**src/tdh_ram.sv**
```systemverilog
// ----------------------------------------------------------------------------
// tdh_ram - generic single-write, single-read RAM
// One write port, one read port, read data registered.
// ----------------------------------------------------------------------------
`default_nettype none

module tdh_ram #(
  parameter int WIDTH = 8,
  parameter int DEPTH = 16,
  localparam int AW   = (DEPTH > 1) ? $clog2(DEPTH) : 1
) (
  input  wire logic             clk,
  input  wire logic             we,
  input  wire logic [AW-1:0]    waddr,
  input  wire logic [WIDTH-1:0] wdata,
  input  wire logic             re,
  input  wire logic [AW-1:0]    raddr,
  output logic      [WIDTH-1:0] rdata
);

  logic [WIDTH-1:0] mem [DEPTH];

  always_ff @(posedge clk) begin
    if (we) begin
      mem[waddr] <= wdata;
    end
    if (re) begin
      rdata <= mem[raddr];
    end
  end

endmodule

`default_nettype wire

```
**config.mk**
```make
export PLATFORM = sky130hd
export DESIGN_NAME = tdh_ram
export DESIGN_NICKNAME = d
export VERILOG_FILES = /design/src/tdh_ram.sv
export SDC_FILE = /design/constraint.sdc
export NUM_CORES = 1
export LEC_CHECK = 0
export ABC_AREA = 0
export BUFFER_PORTS_ARGS = -buffer_cell sky130_fd_sc_hd__buf_2
export CORE_ASPECT_RATIO = 0.8
export CORE_MARGIN = 4
export CORE_UTILIZATION = 41
export CTS_CLUSTER_SIZE = 25
export DETAILED_ROUTE_END_ITERATION = 16
export PLACE_DENSITY_LB_ADDON = 0.12
export SETUP_SLACK_MARGIN = 0.15
export SLEW_MARGIN = 40
export SYNTH_ARGS = -nofsm -noshare
export SYNTH_HDL_FRONTEND = slang
export SYNTH_SLANG_ARGS = --single-unit
```
**constraint.sdc**
```tcl
create_clock -name clk -period 2.6 [get_ports clk]
set_clock_uncertainty 0.1 [all_clocks]
set_input_delay 0.78 -clock clk [delete_from_list [all_inputs] [get_ports clk]]
set_output_delay 0.78 -clock clk [all_outputs]
set_load 0.005 [all_outputs]
```
; ---- Word level (Yosys, flattened, before mapping)
; Memory sizes are Yosys's and may differ from the RTL's. A register that Yosys moved wholly into a read port is not among the register bits.
; Cells that the tools add are included.
[totals]
out_inout_bits = 8
mem_bits_rw = 128
mem_count = 1
reg_bits = 0
[mem_list]
columns = name, depth, word_bits, rd, rd_clocked_by_memory_dff, write_ports, line_no
row1 = mem, 16, 8, 1, 1, 1, 21  ; logic [WIDTH-1:0] mem [DEPTH];
[op_classes]
n_mux = 2
[ops]
columns = cell, n
row1 = $mux 1, 2

; ---- Longest topological paths before layout
; Gate-level depths: netlist (run 1).
[depth]
word_depth = 2
mapped_depth = 5
mapped_depth_nobuf = 3

; ---- Worst setup path after synthesis (run 1)
; Ideal clock, no wire load.
[synth_path]
kind = in2reg
startpoint = input port waddr[2]
endpoint = memory mem[0][0] (enable)
path_buffers = 0
slack_ns = 0.227
path_stages = 2
t_arrival_ns = 1.890
required_time_ns = 2.117
setup_ns = 0.383
cell_sequence = or3b_2 > nor3_1
[synth_lines]
columns = item, line_no
row1 = start: declaration, 14  ; input wire logic [AW-1:0] waddr,
row2 = end: declaration, 21
; Straight into the memory's write port.

==> run_results.csv, run 1 <==
group,metric,value,unit
run_status,outcome,"complete, no violations",
worst_setup_path,r2r_end,"rdata[2]$_DFFE_PP_",
worst_hold_path,holdPathStages,1,
worst_setup_path,slowest_stage,"mux4_1",
power,seq_power_share,47.3,%
synthesis,synth.most_common_cell,"edfxtp_1",
timing,tightestPinTransition,451,ps
timing,setup_tns,0,ps
worst_setup_path,ff2ff_path_depth,3,
synthesis,synth_ff_type,"edfxtp_1",
synthesis,ys_seq_area_share,78.1,%
cells_and_area,num_antenna_cells,0,
synthesis,yosysTopAreaCell,"edfxtp_1",
timing,max_slew_margin,69.9,%
routing,ant_nets,0,
worst_setup_path,critPathMaxStageDelay,560,ps
global_route,grt_first_pass_wirelength,15.8,mm
power,power.leakage,0.00214,uW
timing,fin_crit,2030,ps
die,rows,36,
routing,routed_via_density,5.30,
cts,cts_made_buffers,17,
routing,wl_per_cell,22.4,um
die,core,12300,um2
worst_setup_path,arrival,2080,ps
global_route,gr-usage-all-layers,15.5,%
cts,clock_path_buffers,2,
synthesis,synth.top_cell.area_share,78.1,%
global_route,antenna_found_initial,0,
worst_hold_path,hold_class,"input pin to flip-flop",
cts,post_cts_buffers,0,
synthesis,synthTopCellsByCount,"edfxtp_1 (136), mux4_2 (18), a22oi_1 (16)",
worst_setup_path,cp-end-kind,"flip-flop",
die,fp.dieW,134,um
cells_and_area,drive_gt1_share,32.1,%
routing,vias,2490,
synthesis,synth_edf_count,136,
synthesis,synth.distinct_cells,18,
cells_and_area,postLayoutCellArea,6320,um2
timing,setup_viol,0,
timing,slew_violations,0,
cts,cts.sinks,136,
routing,drtPass1Iterations,5,
die,start_util,42.4,%
timing,fmax,492,MHz
cts,path_clk_slew,60,ps
power,power_frac_comb,4.4,%
cts,cts_tree,"built",
timing,fin_crit_sh,78.2,%
cts,ctsHoldBuffers,0,
synthesis,syn-instance-count,229,
global_route,overflow,0,
placed_design,placed_area,5690,um2
placed_design,hpwl,6.61,mm
power,swShare,19.0,%
cells_and_area,utilization,51.2,%
power,p_clk_share,48.3,%
cts,htreeDepth,4,
synthesis,syn_area,5230,um2
worst_setup_path,required,2650,ps
synthesis,yosys_warnings,0,
synthesis,ys_seq_elements,136,
run,cap_viol_max_count,0,
synthesis,synth.avg_cell_area,22.8,um2
synthesis,synthTopCellsByArea,"edfxtp_1 (78%), mux4_2 (7.8%), mux4_1 (7.0%)",
worst_setup_path,r2r_start,"mem[1][2]$_DFFE_PP_",
worst_hold_path,hold_start,"re",
worst_setup_path,worst_setup_path_start_kind,"input pin",
cells_and_area,nets,305,
timing,finalWorstSetupSlack,568,ps
global_route,grt_max_degree,18,
cts,ctsResizeCount,0,
worst_setup_path,path_delay_family,"multiplexers",
cells_and_area,synthToLayoutAreaGrowth,20.9,%
die,io_pins,27,
worst_setup_path,cp_cell_sequence,"buf_2, buf_12, mux4_1, a22oi_1, nand2_1",
cts,insertion_delay,410,ps
placed_design,dp_worst_setup_slack,112,ps
timing,whs,650,ps
global_route,first_global_vias,2516,
timing,grt_setup_unrepaired,"false",
routing,wl,10.5,mm
worst_setup_path,worstSetupPathType,"input pin to flip-flop",
power,power_density,831,nW/um2
synthesis,ys_async_sr_fraction,0,%
die,die-area,14600,um2
timing,hold_viol,0,
worst_setup_path,cp_max_fo,17,
worst_hold_path,min_to,"rdata[6]$_DFFE_PP_",
power,switchingPower,998,uW
die,die_y,109,um
synthesis,synth_nets,248,
worst_setup_path,rrSetupSlack,1020,ps
power,internal_power,4260,uW
placed_design,place.gp.congestion,0.725,
routing,route.detailed.drc,0,
cts,clockRootBuffer,"clkbuf_16",
routing,drt_iter0_markers,192,
worst_setup_path,cp.buffers_inverters,2,
placed_design,io_buffers,26,
power,vdd_drop_max,0.000473,V
-- worst max-delay path by stage --
stage	from	endpoint	slack, ps	depth (start not counted)
final	raddr[0]	rdata[2]$_DFFE_PP_	570	5
after global routing	raddr[0]	rdata[2]$_DFFE_PP_	510	5
after CTS	raddr[0]	rdata[2]$_DFFE_PP_	540	5
after detailed placement	raddr[0]	rdata[2]$_DFFE_PP_	110	5
after global placement	raddr[0]	rdata[2]$_DFFE_PP_	120	5
after floorplan	waddr[2]	mem[0][0]$_DFFE_PP_	230	2
-- through the flow --
stage	std cells	total power (uW)
CTS	470	5300
finish	470	5260
floorplan	229	2650
global route	470	5440
detailed placement	438	2770
global placement	438	2760
-- cells by family after synthesis --
group | synth area share [%]
DFF | 78.1
and+or+nand+nor | 3.14
muxes | 14.8
AOI/OAI and AO/OA | 2.30
buffers and inverters | 1.65
-- cell type report --
type / instances / area (um2)
clock buffer: 17 / 425
clock inverter: 15 / 208
fill: 1014 / 6020
multi-input combinational: 83 / 1060
sequential: 136 / 4080
tap: 171 / 214
timing repair buffer: 48 / 333
-- placed cells by master, fill, tap and decap left out --
| cell | count |
|---|---|
| a22oi_1 | 16 |
| and2_1 | 1 |
| and2b_1 | 1 |
| buf_12 | 3 |
| buf_2 | 26 |
| buf_4 | 19 |
| bufinv_16 | 5 |
| clkbuf_16 | 17 |
| clkinv_1 | 3 |
| clkinv_2 | 3 |
| clkinv_4 | 1 |
| clkinvlp_4 | 3 |
| edfxtp_1 | 136 |
| mux4_1 | 14 |
| mux4_2 | 18 |
| nand2_1 | 9 |
| nand2b_1 | 2 |
| nand3_1 | 1 |
| nand3b_1 | 2 |
| nor2_1 | 13 |
| nor2b_1 | 1 |
| nor3_1 | 4 |
| or3b_2 | 1 |
-- state kept, by name, summed over array words and instances (netlist names) --
name	count
mem	128
rdata	8
-- power by group through the flow --
stage	Sequential, uW	Clock (uW)	Combinational (uW)
after global placement	2530	0	235
after detailed placement	2530	0	238
final	2480	2540	234
after CTS	2480	2580	239
after global routing	2490	2700	254
after floorplan	2530	0	125
-- layer usage --
layer	global-route usage (%)	vias to the layer above	part of all wire (%)
met5	0	-	0
met4	5.45	0	1.1
met3	4.47	10	4.7
met2	22.2	74	45
met1	22.9	1303	50
li1	-	1103	-
Note: power is estimated with default switching activity, not from simulation.
==> inputs of run 2 (changes only) <==
--- a/config.mk
+++ b/config.mk
@@ -5,7 +5,7 @@
 export SDC_FILE = /design/constraint.sdc
 export NUM_CORES = 1
 export LEC_CHECK = 0
-export ABC_AREA = 0
+export ABC_AREA = 1
 export BUFFER_PORTS_ARGS = -buffer_cell sky130_fd_sc_hd__buf_2
 export CORE_ASPECT_RATIO = 0.8
 export CORE_MARGIN = 4
==> constraint.sdc (replaced) <==
create_clock -name clk -period 2 [get_ports clk]
set_clock_uncertainty 0.1 [all_clocks]
set_input_delay 0.6 -clock clk [delete_from_list [all_inputs] [get_ports clk]]
set_output_delay 0.6 -clock clk [all_outputs]
set_load 0.005 [all_outputs]
==> run 2 against run 1 <==
Combinational power up 78%. Clock power up 3%. Synthesized cell count up 140%. Final cell count up 68%. Setup slack worse by 270 ps. Die area up 11%. Utilization down 2.0 points. Highest routed layer unchanged. Critical path type is now flip-flop to primary output.
==> run_results.csv, run 2 <==
group,metric,value,unit
run_status,outcome,"complete, no violations",
cells_and_area,synthToLayoutAreaGrowth,15.7,%
timing,slew_violations,0,
synthesis,syn-instance-count,551,
cts,clock_path_buffers,2,
worst_setup_path,slowest_stage,"edfxtp_1",
placed_design,place.gp.congestion,0.800,
cells_and_area,fill_cells,1292,
global_route,antenna_found_initial,0,
die,die_y,115,um
synthesis,synth.most_common_cell,"nand2_1",
timing,fmax,589,MHz
worst_setup_path,r2r_start,"mem[0][7]$_DFFE_PP_",
die,core,13700,um2
cts,cts_made_buffers,17,
routing,wl,14.6,mm
placed_design,hpwl,9.02,mm
worst_setup_path,worstSetupPathType,"flip-flop to primary output",
global_route,gr-usage-all-layers,19.2,%
cts,cts.sinks,136,
placed_design,dp_worst_setup_slack,-39.2,ps
synthesis,synth_edf_count,136,
timing,fin_crit,1700,ps
worst_setup_path,cp.buffers_inverters,1,
synthesis,synthTopCellsByArea,"edfxtp_1 (70%), nand2_1 (11%), nand3_1 (8.3%)",
cells_and_area,layoutNonFillerInstCount,789,
worst_setup_path,critPathMaxStageDelay,420,ps
cts,insertion_delay,430,ps
worst_setup_path,cp_cell_sequence,"buf_2",
timing,fin_crit_sh,84.9,%
timing,max_slew_margin,57.3,%
synthesis,ys_async_sr_fraction,0,%
die,die-area,16200,um2
synthesis,synth.distinct_cells,11,
routing,routed_via_density,4.81,
routing,ant_nets,0,
global_route,grt_max_degree,48,
synthesis,synth.avg_cell_area,10.6,um2
worst_setup_path,path_delay_family,"flip-flops",
timing,grt_setup_unrepaired,"false",
die,start_util,42.6,%
synthesis,syn_area,5850,um2
timing,setup_tns,0,ps
timing,setup_viol,0,
worst_setup_path,worst_setup_path_start_kind,"flip-flop",
routing,drtPass1Iterations,5,
cts,ctsHoldBuffers,0,
worst_setup_path,required,1300,ps
worst_setup_path,r2r_end,"rdata[7]$_DFFE_PP_",
cells_and_area,largest_register,"mem",
routing,vias,3794,
synthesis,synth.top_cell.area_share,69.8,%
placed_design,dp_cells,760,
cts,htreeDepth,4,
cells_and_area,utilization,49.2,%
routing,drt_iter0_markers,409,
worst_setup_path,crit_path_start,"rdata[3]$_DFFE_PP_",
cells_and_area,nets,618,
cts,path_clk_slew,50,ps
cells_and_area,top_regs,"mem x128, rdata x8",
power,power_density,926,nW/um2
worst_setup_path,rrSetupSlack,730,ps
worst_setup_path,cp-end-kind,"primary output",
die,io_pins,27,
routing,wl_per_cell,18.5,um
synthesis,synth_nets,570,
power,vdd_drop_max,0.000667,V
global_route,first_global_vias,3639,
global_route,grt_first_pass_wirelength,22.4,mm
cells_and_area,drive_gt1_share,12.6,%
synthesis,yosysTopAreaCell,"edfxtp_1",
cells_and_area,num_antenna_cells,0,
timing,finalWorstSetupSlack,302,ps
synthesis,synthTopCellsByCount,"nand2_1 (173), edfxtp_1 (136), inv_1 (100)",
cells_and_area,largest_reg_flops,128,
synthesis,synth_ff_type,"edfxtp_1",
worst_hold_path,hold_class,"input pin to flip-flop",
cts,ctsResizeCount,0,
cts,cts_tree,"built",
global_route,overflow,0,
placed_design,io_buffers,26,
synthesis,yosys_warnings,0,
worst_setup_path,cp-endpoint,"rdata[3]",
worst_setup_path,arrival,1000,ps
timing,tightestPinTransition,640,ps
worst_setup_path,cp.depth,1,
cells_and_area,mostFrequentLayoutCells,"nand2_1 (173), edfxtp_1 (136), inv_1 (100), nand3_1 (97), buf_2 (26)",
worst_setup_path,cp_max_fo,1,
synthesis,ys_seq_area_share,69.8,%
run,cap_viol_max_count,0,
die,fp.dieW,142,um
synthesis,ys_seq_elements,136,
cts,post_cts_buffers,0,
worst_setup_path,ff2ff_path_depth,6,
cts,clockRootBuffer,"clkbuf_16",
power,power.leakage,0.00293,uW
cells_and_area,mostFrequentLayoutCell,"nand2_1",
routing,route.detailed.drc,0,
die,rows,38,
timing,hold_viol,0,
[run 2: cell types whose count changed in the layout (fill, tap and decap cells not counted), sizes merged, moves of 3 or more]
| cell | change |
|---|---|
| a22oi | -16 |
| mux4 | -32 |
| inv | +102 |
| bufinv | -5 |
| nand3 | +96 |
| clkbuf | +5 |
| clkinvlp | -3 |
| buf | +5 |
| nor2 | +4 |
| nor3 | -4 |
| nand2 | +164 |
[run 2: how the worst min path moves through the flow]
stage / start / endpoint / slack, ps / cells past startpoint
final: re / rdata[1]$_DFFE_PP_ / 460 / 1
after global routing: re / rdata[3]$_DFFE_PP_ / 450 / 1
after CTS: re / rdata[1]$_DFFE_PP_ / 440 / 1
after detailed placement: mem[6][7]$_DFFE_PP_ / rdata[7]$_DFFE_PP_ / 650 / 6
after global placement: mem[12][7]$_DFFE_PP_ / rdata[7]$_DFFE_PP_ / 640 / 6
after floorplan: mem[10][0]$_DFFE_PP_ / rdata[0]$_DFFE_PP_ / 580 / 6
[run 2: cell type report]
cell class              instances  area [um2]  share of cell area [%]
clock buffers                  22         444                    6.57
clock inverters                 7        32.5                   0.481
inverters                     102         383                    5.66
multi-input cells             289        1210                    17.9
flip-flops and latches        136        4080                    60.4
well taps                     180         225                    3.33
repair buffers                 53         383                    5.66
[run 2: routing by layer]
| layer | share of wire [%] | global-route usage [%] |
|---|---|---|
| met5 | 0 | 0 |
| met4 | 1.3 | 5.56 |
| met3 | 6.2 | 4.95 |
| met2 | 43 | 26.6 |
| met1 | 50 | 29.8 |
[run 2: through the flow]
stage	area, um2	hold slack, ps	total power [uW]
2_1_floorplan	5850	583	3510
3_3_place_gp	6290	639	3710
3_5_place_dp	6290	654	3710
4_1_cts	6770	445	6310
5_1_grt	6770	452	6490
6_report	6770	457	6270
[run 2: power breakdown]
part / switching [uW] / total (uW) / internal, uW / leakage (uW)
combinational: 290 / 416 / 125 / 0.00145
clock: 1080 / 2620 / 1540 / 0.000238
sequential: 19.0 / 3230 / 3210 / 0.00124
[run 2: cells by family after synthesis]
group,synth area share [%]
and+or+nand+nor,20.8
DFF,69.8
buffers and inverters,9.39
==> inputs of run 3 (changes only) <==
--- a/config.mk
+++ b/config.mk
@@ -5,7 +5,7 @@
 export SDC_FILE = /design/constraint.sdc
 export NUM_CORES = 1
 export LEC_CHECK = 0
-export ABC_AREA = 1
+export ABC_AREA = 0
 export BUFFER_PORTS_ARGS = -buffer_cell sky130_fd_sc_hd__buf_2
 export CORE_ASPECT_RATIO = 0.8
 export CORE_MARGIN = 4
==> constraint.sdc (replaced) <==
create_clock -name clk -period 1.75 [get_ports clk]
set_clock_uncertainty 0.1 [all_clocks]
set_input_delay 0.525 -clock clk [delete_from_list [all_inputs] [get_ports clk]]
set_output_delay 0.525 -clock clk [all_outputs]
set_load 0.005 [all_outputs]
==> run 3 against run 2 <==
Combinational power is essentially flat. Critical path depth unchanged. Utilization is 3.6 points higher. First-iteration DRC count is 54% lower. Sequential share of layout area is 2.3 points higher.
==> run_results.csv, run 3 (synthesized netlist as in run 1, its figures left out) <==
group,metric,value,unit
run,cap_viol_max_count,0,
power,p_clk_share,44.8,%
global_route,gr-usage-all-layers,16.0,%
die,io_pins,27,
power,swShare,20.2,%
global_route,grt_first_pass_wirelength,16.2,mm
cells_and_area,top_regs,"mem x128, rdata x8",
global_route,antenna_found_initial,0,
die,fp.dieW,134,um
placed_design,io_buffers,26,
cells_and_area,layoutNonFillerInstCount,481,
cts,insertion_delay,410,ps
cells_and_area,drive_gt1_share,43.2,%
cells_and_area,mostFrequentLayoutCells,"edfxtp_1 (136), mux4_2 (31), buf_2 (25), buf_4 (21), clkbuf_16 (18)",
die,rows,36,
cells_and_area,largest_reg_flops,128,
power,power.leakage,0.00216,uW
worst_setup_path,critPathMaxStageDelay,430,ps
die,core,12300,um2
power,power_frac_comb,5.6,%
worst_setup_path,worstSetupPathType,"flip-flop to primary output",
die,die_y,109,um
placed_design,dp_cells,446,
cts,cts_made_buffers,17,
power,vdd_drop_max,0.000714,V
cts,path_clk_slew,60,ps
global_route,grt_max_degree,18,
timing,grt_setup_unrepaired,"true",
routing,route.detailed.drc,0,
worst_setup_path,cp-end-kind,"primary output",
worst_setup_path,worst_setup_path_start_kind,"flip-flop",
cells_and_area,num_antenna_cells,0,
worst_setup_path,cp.buffers_inverters,1,
die,start_util,42.4,%
power,power_density,1140,nW/um2
die,die-area,14600,um2
cells_and_area,synthToLayoutAreaGrowth,24.7,%
cts,post_cts_buffers,0,
timing,hold_viol,0,
power,seq_power_share,49.6,%
cts,clock_path_buffers,2,
worst_setup_path,arrival,1000,ps
timing,fmax,614,MHz
cells_and_area,largest_register,"mem",
worst_setup_path,path_delay_family,"flip-flops",
cts,htreeDepth,4,
power,switchingPower,1500,uW
worst_hold_path,hold_class,"input pin to flip-flop",
worst_setup_path,cp_max_fo,1,
routing,wl_per_cell,22.2,um
timing,tightestPinTransition,517,ps
routing,drt_iter0_markers,188,
cts,clockRootBuffer,"clkbuf_16",
routing,ant_nets,0,
routing,vias,2461,
timing,max_slew_margin,65.5,%
worst_setup_path,required,1120,ps
cts,cts.sinks,136,
global_route,first_global_vias,2527,
placed_design,hpwl,6.82,mm
routing,drtPass1Iterations,4,
power,total_power,7450,uW
global_route,overflow,0,
timing,slew_violations,0,
run_status,outcome,"complete, no violations",
worst_setup_path,slowest_stage,"edfxtp_1",
timing,fin_crit,1630,ps
worst_setup_path,cp_cell_sequence,"buf_2",
timing,fin_crit_sh,93.1,%
timing,setup_viol,0,
power,internal_power,5940,uW
placed_design,place.gp.congestion,0.729,
cells_and_area,nets,316,
routing,wl,10.7,mm
cts,cts_tree,"built",
routing,routed_via_density,5.12,
cells_and_area,mostFrequentLayoutCell,"edfxtp_1",
==> run 3: layer usage <==
metal / track usage [%] / routed length [um]
met1: 23.4 / 5160
met2: 23.4 / 4960
met3: 3.69 / 448
met5: 0 / 0
met4: 6.32 / 135
==> run 3: final timing paths <==
kind | from | endpoint | slack [ps] | depth (start not counted)
max reg2reg | mem[2][5]$_DFFE_PP_ | rdata[5]$_DFFE_PP_ | 230 | 3
min reg2reg | mem[14][7]$_DFFE_PP_ | rdata[7]$_DFFE_PP_ | 660 | 3
max | rdata[5]$_DFFE_PP_ | rdata[5] | 120 | 1
min | wdata[3] | mem[4][3]$_DFFE_PP_ | 400 | 1
==> run 3: power groups by stage <==
stage                     Combinational (uW)  Clock (uW)  Sequential (uW)
after floorplan                          208           0             3750
after global placement                   382           0             3760
after detailed placement                 385           0             3760
after CTS                                412        3410             3690
after global routing                     448        3580             3700
final                                    414        3340             3690
==> run 3: worst reg2reg max path: stages, from the launching register on <==
cell	delay [ps]
edfxtp_1	390
mux4_2	480
a22oi_2	230
nand2_1	70
==> run 3: layout make-up <==
type | count | area [um2]
clock buffers | 18 | 429
clock inverters | 14 | 134
fillers | 981 | 5820
multi-input cells | 83 | 1090
flip-flops and latches | 136 | 4080
well taps | 171 | 214
repair buffers | 59 | 563
==> run 3: repair_timing <==
| action | CTS | global route |
|---|---|---|
| pin swaps | 2 | 1 |
| setup endpoints to repair | 12 | 8 |
| gates resized for setup | 9 | 3 |
| cloned | 2 | 1 |
| hold buffers | 0 | 0 |
==> run 3: metrics by stage <==
stage                     setup TNS, ps  utilization [%]  worst slack (ps)  area [um2]  hold slack [ps]
after global routing                  0             52.8              93.0        6520              397
after CTS                             0             52.5               104        6480              384
after global placement            -7350             47.2              -448        5830              634
after detailed placement          -6950             47.2              -456        5830              642
after floorplan                    -657                -             -75.4        5260              524
final                                 0             52.8               120        6520              401
